--- src/rtl/tmcw_pkg.sv ---
// ----------------------------------------------------------------------------
// tmcw_pkg: shared types and constants of the text-mode console writer
// Request codes, decoded operations, the queue command record, the engine
// state type and the fixed field widths of the request and response ports.
// ----------------------------------------------------------------------------
package tmcw_pkg;

    // Port field widths
    localparam int REQ_W  = 2;
    localparam int CHAR_W = 8;
    localparam int IDX_W  = 11;
    localparam int COL_W  = 7;
    localparam int ROW_W  = 5;
    localparam int OFF_W  = 11;
    localparam int CELL_W = 16;
    localparam int CLR_W  = 4;

    // Request type codes
    localparam logic [REQ_W-1:0] REQ_PUT   = 2'd0;
    localparam logic [REQ_W-1:0] REQ_CLEAR = 2'd1;
    localparam logic [REQ_W-1:0] REQ_READ  = 2'd2;

    // Character codes with special handling
    localparam logic [CHAR_W-1:0] CH_BS       = 8'h08;
    localparam logic [CHAR_W-1:0] CH_TAB      = 8'h09;
    localparam logic [CHAR_W-1:0] CH_LF       = 8'h0A;
    localparam logic [CHAR_W-1:0] CH_CR       = 8'h0D;
    localparam logic [CHAR_W-1:0] CH_PRINT_LO = 8'h20;
    localparam logic [CHAR_W-1:0] CH_PRINT_HI = 8'h7F;

    localparam int TAB_STOP = 8;

    // Blank cell: white on black space
    localparam logic [CELL_W-1:0] BLANK_CELL = 16'h0F20;

    // Configuration register indexes
    localparam logic CFG_FG = 1'b0;
    localparam logic CFG_BG = 1'b1;

    // Operation decoded by the front end
    typedef enum logic [2:0] {
        OP_PUT,
        OP_BS,
        OP_TAB,
        OP_CR,
        OP_LF,
        OP_NOP,
        OP_CLEAR,
        OP_READ
    } op_t;

    // Queue entry between front and back
    typedef struct packed {
        op_t               op;
        logic [CHAR_W-1:0] chr;
        logic [IDX_W-1:0]  idx;
    } cmd_t;

    // Back-end engine states
    typedef enum logic [2:0] {
        ST_INIT,
        ST_IDLE,
        ST_READ,
        ST_SCROLL,
        ST_FILL
    } eng_state_t;

endpackage

--- src/rtl/tmcw_front.sv ---
// ----------------------------------------------------------------------------
// tmcw_front: request intake and classification
// Decodes each request into an operation and holds it in a two-entry
// queue that the execution engine drains.
// ----------------------------------------------------------------------------
module tmcw_front (
    input  logic                        clk,
    input  logic                        rst_n,
    input  logic                        req_valid,
    output logic                        req_ready,
    input  logic [tmcw_pkg::REQ_W-1:0]  req_type,
    input  logic [tmcw_pkg::CHAR_W-1:0] char_code,
    input  logic [tmcw_pkg::IDX_W-1:0]  cell_index,
    input  logic                        hold,
    output logic                        q_valid,
    output tmcw_pkg::cmd_t              q_cmd,
    input  logic                        q_pop
);
    import tmcw_pkg::*;

    cmd_t       fifo_reg [2];
    cmd_t       cmd_in;
    logic       wr_ptr_reg, wr_ptr_next;
    logic       rd_ptr_reg, rd_ptr_next;
    logic [1:0] count_reg, count_next;
    logic       push;

    // Classify the request
    always_comb
    begin
        cmd_in.chr = char_code;
        cmd_in.idx = cell_index;
        cmd_in.op  = OP_NOP;
        unique case (req_type)
            REQ_PUT:
            begin
                unique case (char_code) inside
                    CH_BS:                     cmd_in.op = OP_BS;
                    CH_TAB:                    cmd_in.op = OP_TAB;
                    CH_CR:                     cmd_in.op = OP_CR;
                    CH_LF:                     cmd_in.op = OP_LF;
                    [CH_PRINT_LO:CH_PRINT_HI]: cmd_in.op = OP_PUT;
                    default:                   cmd_in.op = OP_NOP;
                endcase
            end
            REQ_CLEAR: cmd_in.op = OP_CLEAR;
            REQ_READ:  cmd_in.op = OP_READ;
            default:   cmd_in.op = OP_NOP;
        endcase
    end

    // Queue control
    assign req_ready = (count_reg != 2'd2) && !hold;
    assign push      = req_valid && req_ready;
    assign q_valid   = (count_reg != 2'd0);
    assign q_cmd     = fifo_reg[rd_ptr_reg];

    always_comb
    begin
        wr_ptr_next = push  ? ~wr_ptr_reg : wr_ptr_reg;
        rd_ptr_next = q_pop ? ~rd_ptr_reg : rd_ptr_reg;
        count_next  = count_reg + {1'b0, push} - {1'b0, q_pop};
    end

    always_ff @(posedge clk or negedge rst_n)
    begin
        if (!rst_n)
        begin
            wr_ptr_reg <= 1'b0;
            rd_ptr_reg <= 1'b0;
            count_reg  <= 2'd0;
        end
        else
        begin
            wr_ptr_reg <= wr_ptr_next;
            rd_ptr_reg <= rd_ptr_next;
            count_reg  <= count_next;
        end
    end

    // Queue storage
    always_ff @(posedge clk)
    begin
        if (push)
        begin
            fifo_reg[wr_ptr_reg] <= cmd_in;
        end
    end

endmodule

--- config.mk ---
export PLATFORM = sky130hd
export DESIGN_NAME = tmcw_front
export DESIGN_NICKNAME = d
export VERILOG_FILES = /design/src/rtl/tmcw_pkg.sv /design/src/rtl/tmcw_front.sv
export SDC_FILE = /design/constraint.sdc
export NUM_CORES = 1
export LEC_CHECK = 0
export ABC_AREA = 1
export BUFFER_PORTS_ARGS = -buffer_cell sky130_fd_sc_hd__buf_2
export CAP_MARGIN = 30
export CORE_MARGIN = 2
export CORE_UTILIZATION = 47
export DETAILED_ROUTE_END_ITERATION = 10
export MAX_ROUTING_LAYER = met4
export PLACE_DENSITY = 0.85
export SLEW_MARGIN = 20
export SYNTH_ARGS = -nofsm -noshare
export SYNTH_HDL_FRONTEND = slang
export SYNTH_SLANG_ARGS = --single-unit
--- constraint.sdc ---
create_clock -name clk -period 1.9 [get_ports clk]
set_clock_uncertainty 0.1 [all_clocks]
set_input_delay 0.095 -clock clk [delete_from_list [all_inputs] [get_ports clk]]
set_output_delay 0.095 -clock clk [all_outputs]
set_load 0.005 [all_outputs]
==> results of run 1 <==
==> final cells by class <==
class / instances / area, sq um / area share [%]
Clock buffer: 7 / 76.32 / 2.940
Tap cell: 50 / 62.56 / 2.410
Sequential cell: 48 / 1421 / 54.75
Clock inverter: 1 / 3.754 / 0.1446
Multi-Input combinational cell: 66 / 490.5 / 18.89
Inverter: 11 / 41.29 / 1.590
Timing Repair Buffer: 76 / 500.5 / 19.28
==> how the worst max path moves through the flow <==
| stage | endpoint | slack, ns | cells after the start |
|---|---|---|---|
| after floorplan | fifo_reg[0][0] | -0.27 | 3 |
| after global placement | count_reg[1] | 0.22 | 7 |
| after detailed placement | count_reg[1] | 0.16 | 8 |
| after CTS | count_reg[1] | 0.14 | 8 |
| after global routing | count_reg[1] | 0.05 | 8 |
| final | count_reg[1] | 0.15 | 8 |
==> synthesized netlist by cell type <==
master	instances	area share (%)
sky130_fd_sc_hd__a21oi_1	3	0.76
sky130_fd_sc_hd__buf_6	2	1.1
sky130_fd_sc_hd__dfrtp_1	4	5.1
sky130_fd_sc_hd__edfxtp_1	44	67
sky130_fd_sc_hd__ha_1	4	2.5
sky130_fd_sc_hd__inv_1	11	2.1
sky130_fd_sc_hd__mux2_2	22	13
sky130_fd_sc_hd__nand2_1	12	2.3
sky130_fd_sc_hd__nand2_2	1	0.32
sky130_fd_sc_hd__nand3_1	1	0.25
sky130_fd_sc_hd__nand4_1	1	0.32
sky130_fd_sc_hd__nor2_1	15	2.9
sky130_fd_sc_hd__nor2_2	3	0.95
sky130_fd_sc_hd__xnor2_1	1	0.44
sky130_fd_sc_hd__xor2_1	3	1.3
==> metrics by stage <==
| stage | utilization [%] | TNS, ns | cell area [sq um] | power, uW | setup WS (ns) |
|---|---|---|---|---|---|
| 5_1_grt | 64.44 | 0 | 2596 | 2960 | 0.04834 |
| 2_1_floorplan | - | -11.78 | 1971 | 1916 | -0.2678 |
| 3_5_place_dp | 57.24 | 0 | 2306 | 2236 | 0.1582 |
| 4_1_cts | 64.44 | 0 | 2596 | 2824 | 0.1364 |
| 3_3_place_gp | 57.24 | 0 | 2306 | 2209 | 0.2242 |
| 6_report | 64.44 | 0 | 2596 | 2790 | 0.1492 |
==> routing by layer <==
layer / GRT usage (%) / share of wire, % / up-vias
li1: - / - / 608
met1: 17.85 / 43 / 576
met2: 29.45 / 50 / 46
met3: 3.409 / 5.4 / 2
met4: 5.147 / 0.84 / 0
met5: - / 0 / -
==> cell families after synthesis <==
logic type,Yosys count,share of synthesized area (%)
multiplexers,22,12.57
buffers and inverters,13,3.238
XOR/XNOR,4,1.778
adder cells (fa/ha/maj),4,2.540
AO/OA/AOI/OAI,3,0.7617
AND/OR/NAND/NOR,33,6.984
flip-flops,48,72.13
==> power by group through the flow <==
stage / Sequential (uW) / Clock, uW / Combinational, uW
after detailed placement: 1400 / 0 / 837
final: 1370 / 558 / 858
after global routing: 1390 / 611 / 958
after global placement: 1390 / 0 / 816
after CTS: 1380 / 573 / 875
after floorplan: 1400 / 0 / 512
==> worst reg2reg max path, stage by stage (launching register included) <==
cell,delay (ns)
sky130_fd_sc_hd__dfrtp_1,0.36
sky130_fd_sc_hd__inv_1,0.06
sky130_fd_sc_hd__a21oi_1,0.16
sky130_fd_sc_hd__nand2_1,0.17
sky130_fd_sc_hd__ha_1,0.31
sky130_fd_sc_hd__inv_1,0.04
sky130_fd_sc_hd__ha_1,0.18
sky130_fd_sc_hd__xnor2_1,0.16
sky130_fd_sc_hd__xor2_1,0.16
==> results.json, run 1 <==
{
  "reg2reg_to": "count_reg[1]",
  "cts_tree": "yes",
  "drcViolationCount": 0,
  "p_per_area_nw_per_um2": 1075,
  "grt_pass1_vias": 1236,
  "detail_route.wirelength_mm": 3.434,
  "final_min_period_over_clock_period_pct": 92.14,
  "postCtsResizedCells": 0,
  "timing.reg2reg.worst_path_depth": 8,
  "critPathBufInv": 2,
  "cp.required_ns": 2.02,
  "internal_power_contribution_uw": 2044,
  "r2r-start": "count_reg[0]",
  "numCtsBuffers": 5,
  "layout.cells.most_common_list": "sky130_fd_sc_hd__buf_2, sky130_fd_sc_hd__edfxtp_1, sky130_fd_sc_hd__mux2_2",
  "final_antenna_net_count": 0,
  "critPathSlowestCell": "sky130_fd_sc_hd__dfrtp_1",
  "routed_wire_length_per_instance_um": 13.26,
  "io_pins": 50,
  "hold_viol_final": 0,
  "cp_max_fo": 4,
  "crit_path_start_kind": "register",
  "sequentialPowerShare_pct": 49.3,
  "sw_frac_of_total_pct": 26.73,
  "maxSlewViolCount": 0,
  "combinationalPowerShare_pct": 30.8,
  "die_h_um": 68.75,
  "first_pass_grt_wire_length_mm": 5.244,
  "period_needed_ns": 1.751,
  "clock_sinks": 48,
  "drive_gt1_share_pct": 42.11,
  "die_area_sq_um": 4727,
  "numPortBuffers": 49,
  "finish.net_count": 238,
  "fmax_mhz": 571.2,
  "cap_viol_max_count": 0,
  "chipWidth_um": 68.75,
  "layout.filler_cells": 315,
  "worst-slew-pin-transition_ns": 0.2105,
  "syn_area_sq_um": 1971,
  "r2r_setup_slack_ns": 0.15,
  "mostFrequentLayoutCell": "sky130_fd_sc_hd__buf_2",
  "clk_pwr_share_pct": 20.0,
  "timing.critical_path.to_type": "register",
  "start_util_pct": 48.91,
  "synthesis.yosys.warnings": 0,
  "largest_net_degree_at_the_start_of_global_routing": 16,
  "report.final.setup_viol": 0,
  "globalRoute.totalOverflow": 0,
  "outcome": "completed",
  "postSynthAreaPerCell_sq_um": 15.52,
  "core-area_sq_um": 4029,
  "clock-root-buffer": "sky130_fd_sc_hd__clkbuf_8",
  "area.growth.synth_to_final_pct": 31.75,
  "synth_nets": 157,
  "post-cts-setup-buffers": 0,
  "synth_cell_type_count": 15,
  "antenna_found_initial": 0,
  "clk_latency_ns": 0.29,
  "max_ffs_per_register": 44,
  "worst-setup-path-type": "reg -> reg",
  "drt_pass1_iterations": 4,
  "max_slew_margin_pct": 85.97,
  "path_clk_slew_ns": 0.08,
  "grt_total_usage_pct": 16.25,
  "power.leakage_uw": 0.001045,
  "net-switching-power_uw": 745.8,
  "count_of_state_elements_after_synthesis": 48,
  "cts_hold_buf": 21,
  "ys_seq_area_share_pct": 72.13,
  "hold_slack_ns": 0.04967,
  "hpwlAfterDp_mm": 2.305,
  "count_of_placed_standard_cells_including_taps": 230,
  "netlist_instances": 127,
  "critPathMaxStageDelay_ns": 0.36,
  "placementRows": 23,
  "critical_path.top_delay_family": "adder cells",
  "first_iter_violations": 79,
  "worstHoldPathType": "in -> async",
  "htree_levels": 2,
  "rsz_0062_raised_after_global_routing": "false",
  "crit_path_start": "count_reg[0]",
  "vdd_drop_max_mv": 0.6328,
  "timing.critical_path.arrival_ns": 1.87,
  "diodes": 0,
  "gp_congestion": 0.7155,
  "max-clock-path-buffers": 2,
  "via_count": 1232,
  "route.detailed.vias_per_inst": 4.757,
  "path_cells": "inv_1 > a21oi_1 > nand2_1 > ha_1 > inv_1 > ha_1 > xnor2_1 > xor2_1",
  "instances_no_fill": 259
}
(Power assumes the default switching activity.)
==> run 2, diff against run 1 <==
Settings changed: CORE_ASPECT_RATIO set to 1.5.
==> results.json, run 2 (synthesis gave the netlist of run 1 again) <==
{
  "globalRoute.totalOverflow": 0,
  "hold_viol_final": 0,
  "place_area_sq_um": 2302,
  "timing.critical_path.to_type": "register",
  "worstHoldPathType": "in -> async",
  "place_ws_ns": 0.1258,
  "area.growth.synth_to_final_pct": 33.27,
  "report.final.setup_viol": 0,
  "clock-root-buffer": "sky130_fd_sc_hd__clkbuf_8",
  "design_area_sq_um": 2626,
  "final_min_period_over_clock_period_pct": 90.75,
  "io_pins": 50,
  "htree_levels": 2,
  "grt_total_usage_pct": 15.56,
  "path_clk_slew_ns": 0.08,
  "max-clock-path-buffers": 2,
  "start_util_pct": 49.34,
  "max_slew_margin_pct": 80.00,
  "internal_power_contribution_uw": 2178,
  "vdd_drop_max_mv": 1.089,
  "dr_wl_met2_mm": 1.977,
  "fmax_mhz": 580.0,
  "maxUsedRoutingLayer": "met4",
  "clk_pwr_share_pct": 23.9,
  "sw_frac_of_total_pct": 25.91,
  "largest_net_degree_at_the_start_of_global_routing": 24,
  "cp_max_fo": 4,
  "clk_latency_ns": 0.29,
  "max_ffs_per_register": 44,
  "drcViolationCount": 0,
  "crit_path_start_kind": "register",
  "cap_viol_max_count": 0,
  "worst-slew-pin-transition_ns": 0.3000,
  "finish.net_count": 235,
  "fin_ws_ns": 0.1757,
  "finalCoreUtilization_pct": 65.76,
  "gp_congestion": 0.7426,
  "sequentialPowerShare_pct": 46.8,
  "met3WireLength_um": 152,
  "cts_tree": "yes",
  "maxSlewViolCount": 0,
  "routed_wire_length_per_instance_um": 13.56,
  "mostFrequentLayoutCell": "sky130_fd_sc_hd__buf_2",
  "detail_route.wirelength_mm": 3.403,
  "numCtsBuffers": 5,
  "post_route_m1_wl_mm": 1.227,
  "hold_slack_ns": 0.03529,
  "clock_sinks": 48,
  "die_h_um": 83.31,
  "numPortBuffers": 49,
  "first_pass_grt_wire_length_mm": 5.568,
  "period_needed_ns": 1.724,
  "worst-setup-path-type": "reg -> reg",
  "route.detailed.vias_per_inst": 4.904,
  "p_per_area_nw_per_um2": 1119,
  "power.leakage_uw": 0.001051,
  "drt_pass1_iterations": 4,
  "die_area_sq_um": 4738,
  "antenna_found_initial": 0,
  "final_antenna_net_count": 0,
  "combinationalPowerShare_pct": 29.3,
  "via_count": 1231,
  "grt_pass1_vias": 1290,
  "diodes": 0,
  "drive_gt1_share_pct": 43.20,
  "layout.cells.most_common_list": "sky130_fd_sc_hd__buf_2, sky130_fd_sc_hd__edfxtp_1, sky130_fd_sc_hd__mux2_2",
  "cp.required_ns": 2.02,
  "hpwlAfterDp_mm": 2.127,
  "net-switching-power_uw": 761.7,
  "chipWidth_um": 56.87,
  "core-area_sq_um": 3994,
  "placementRows": 28,
  "total_power_uw": 2940,
  "timing.critical_path.arrival_ns": 1.84,
  "first_iter_violations": 21,
  "outcome": "completed"
}
run 2: changes by cell type in the layout (fill, tap and decap cells not counted):
cell	delta
sky130_fd_sc_hd__buf_4	-5
sky130_fd_sc_hd__buf_12	+2
sky130_fd_sc_hd__a21oi_1	-1
sky130_fd_sc_hd__a21oi_2	+1
sky130_fd_sc_hd__bufinv_16	+1
sky130_fd_sc_hd__clkbuf_1	-1
sky130_fd_sc_hd__clkinv_1	-1
sky130_fd_sc_hd__clkinv_2	+1
sky130_fd_sc_hd__nand2_1	-1
sky130_fd_sc_hd__nand2_2	+1
run 2: metal layers:
metal	vias to the layer above	GRT usage, %
met4	0	5.285
met1	593	15.96
met5	-	-
met2	33	28.33
li1	601	-
met3	4	3.738
run 2: stage by stage:
| step | instances | setup TNS, ns |
|---|---|---|
| 2_1_floorplan | 127 | -11.78 |
| 3_3_place_gp | 222 | 0 |
| 3_5_place_dp | 222 | 0 |
| 4_1_cts | 251 | 0 |
| 5_1_grt | 251 | -0.002829 |
| 6_report | 251 | 0 |
run 2: worst max-delay path, stage by stage (launching register included):
cell and delay (ns):
sky130_fd_sc_hd__dfrtp_1 0.37, sky130_fd_sc_hd__inv_1 0.07, sky130_fd_sc_hd__a21oi_2 0.16, sky130_fd_sc_hd__nand2_2 0.12, sky130_fd_sc_hd__ha_1 0.29, sky130_fd_sc_hd__inv_1 0.04, sky130_fd_sc_hd__ha_1 0.19, sky130_fd_sc_hd__xnor2_1 0.17
sky130_fd_sc_hd__xor2_1 0.16
run 2: path summary, 6_finish.rpt:
| check | slack, ns | endpoint | startpoint | cells past startpoint |
|---|---|---|---|---|
| min | 0.04 | count_reg[1] | rst_n | 2 |
| min reg2reg | 0.43 | count_reg[0] | count_reg[0] | 1 |
| max reg2reg | 0.18 | count_reg[1] | count_reg[0] | 8 |
| max in group asynchronous | 1.54 | rd_ptr_reg | rst_n | 2 |
| max | 0.18 | count_reg[1] | count_reg[0] | 8 |
| min in group clk | 0.04 | wr_ptr_reg | req_valid | 3 |
run 2: power by group through the flow:
stage                     sequential, uW  clock (uW)  combinational (uW)
final                               1380         702                 862
after global routing                1390         756                 950
after CTS                           1380         718                 871
after detailed placement            1400           0                 834
after global placement              1390           0                 822
after floorplan                     1400           0                 512
run 2: repair_timing:
action | 4_1_cts | 5_1_grt
setup buffers | 0 | 0
hold buffers | 21 | 0
endpoints found under the setup margin | 0 | 1
gates resized for setup | 0 | 2
endpoints found under the hold margin | 43 | 0
run 2: final cells by class:
cell class	count	area, sq um
Tap cell	45	56.30
Sequential cell	48	1421
Clock buffer	6	72.57
Fill cell	300	1368
Multi-Input combinational cell	66	496.7
Inverter	11	41.29
Timing Repair Buffer	73	503.0
Clock inverter	2	35.03
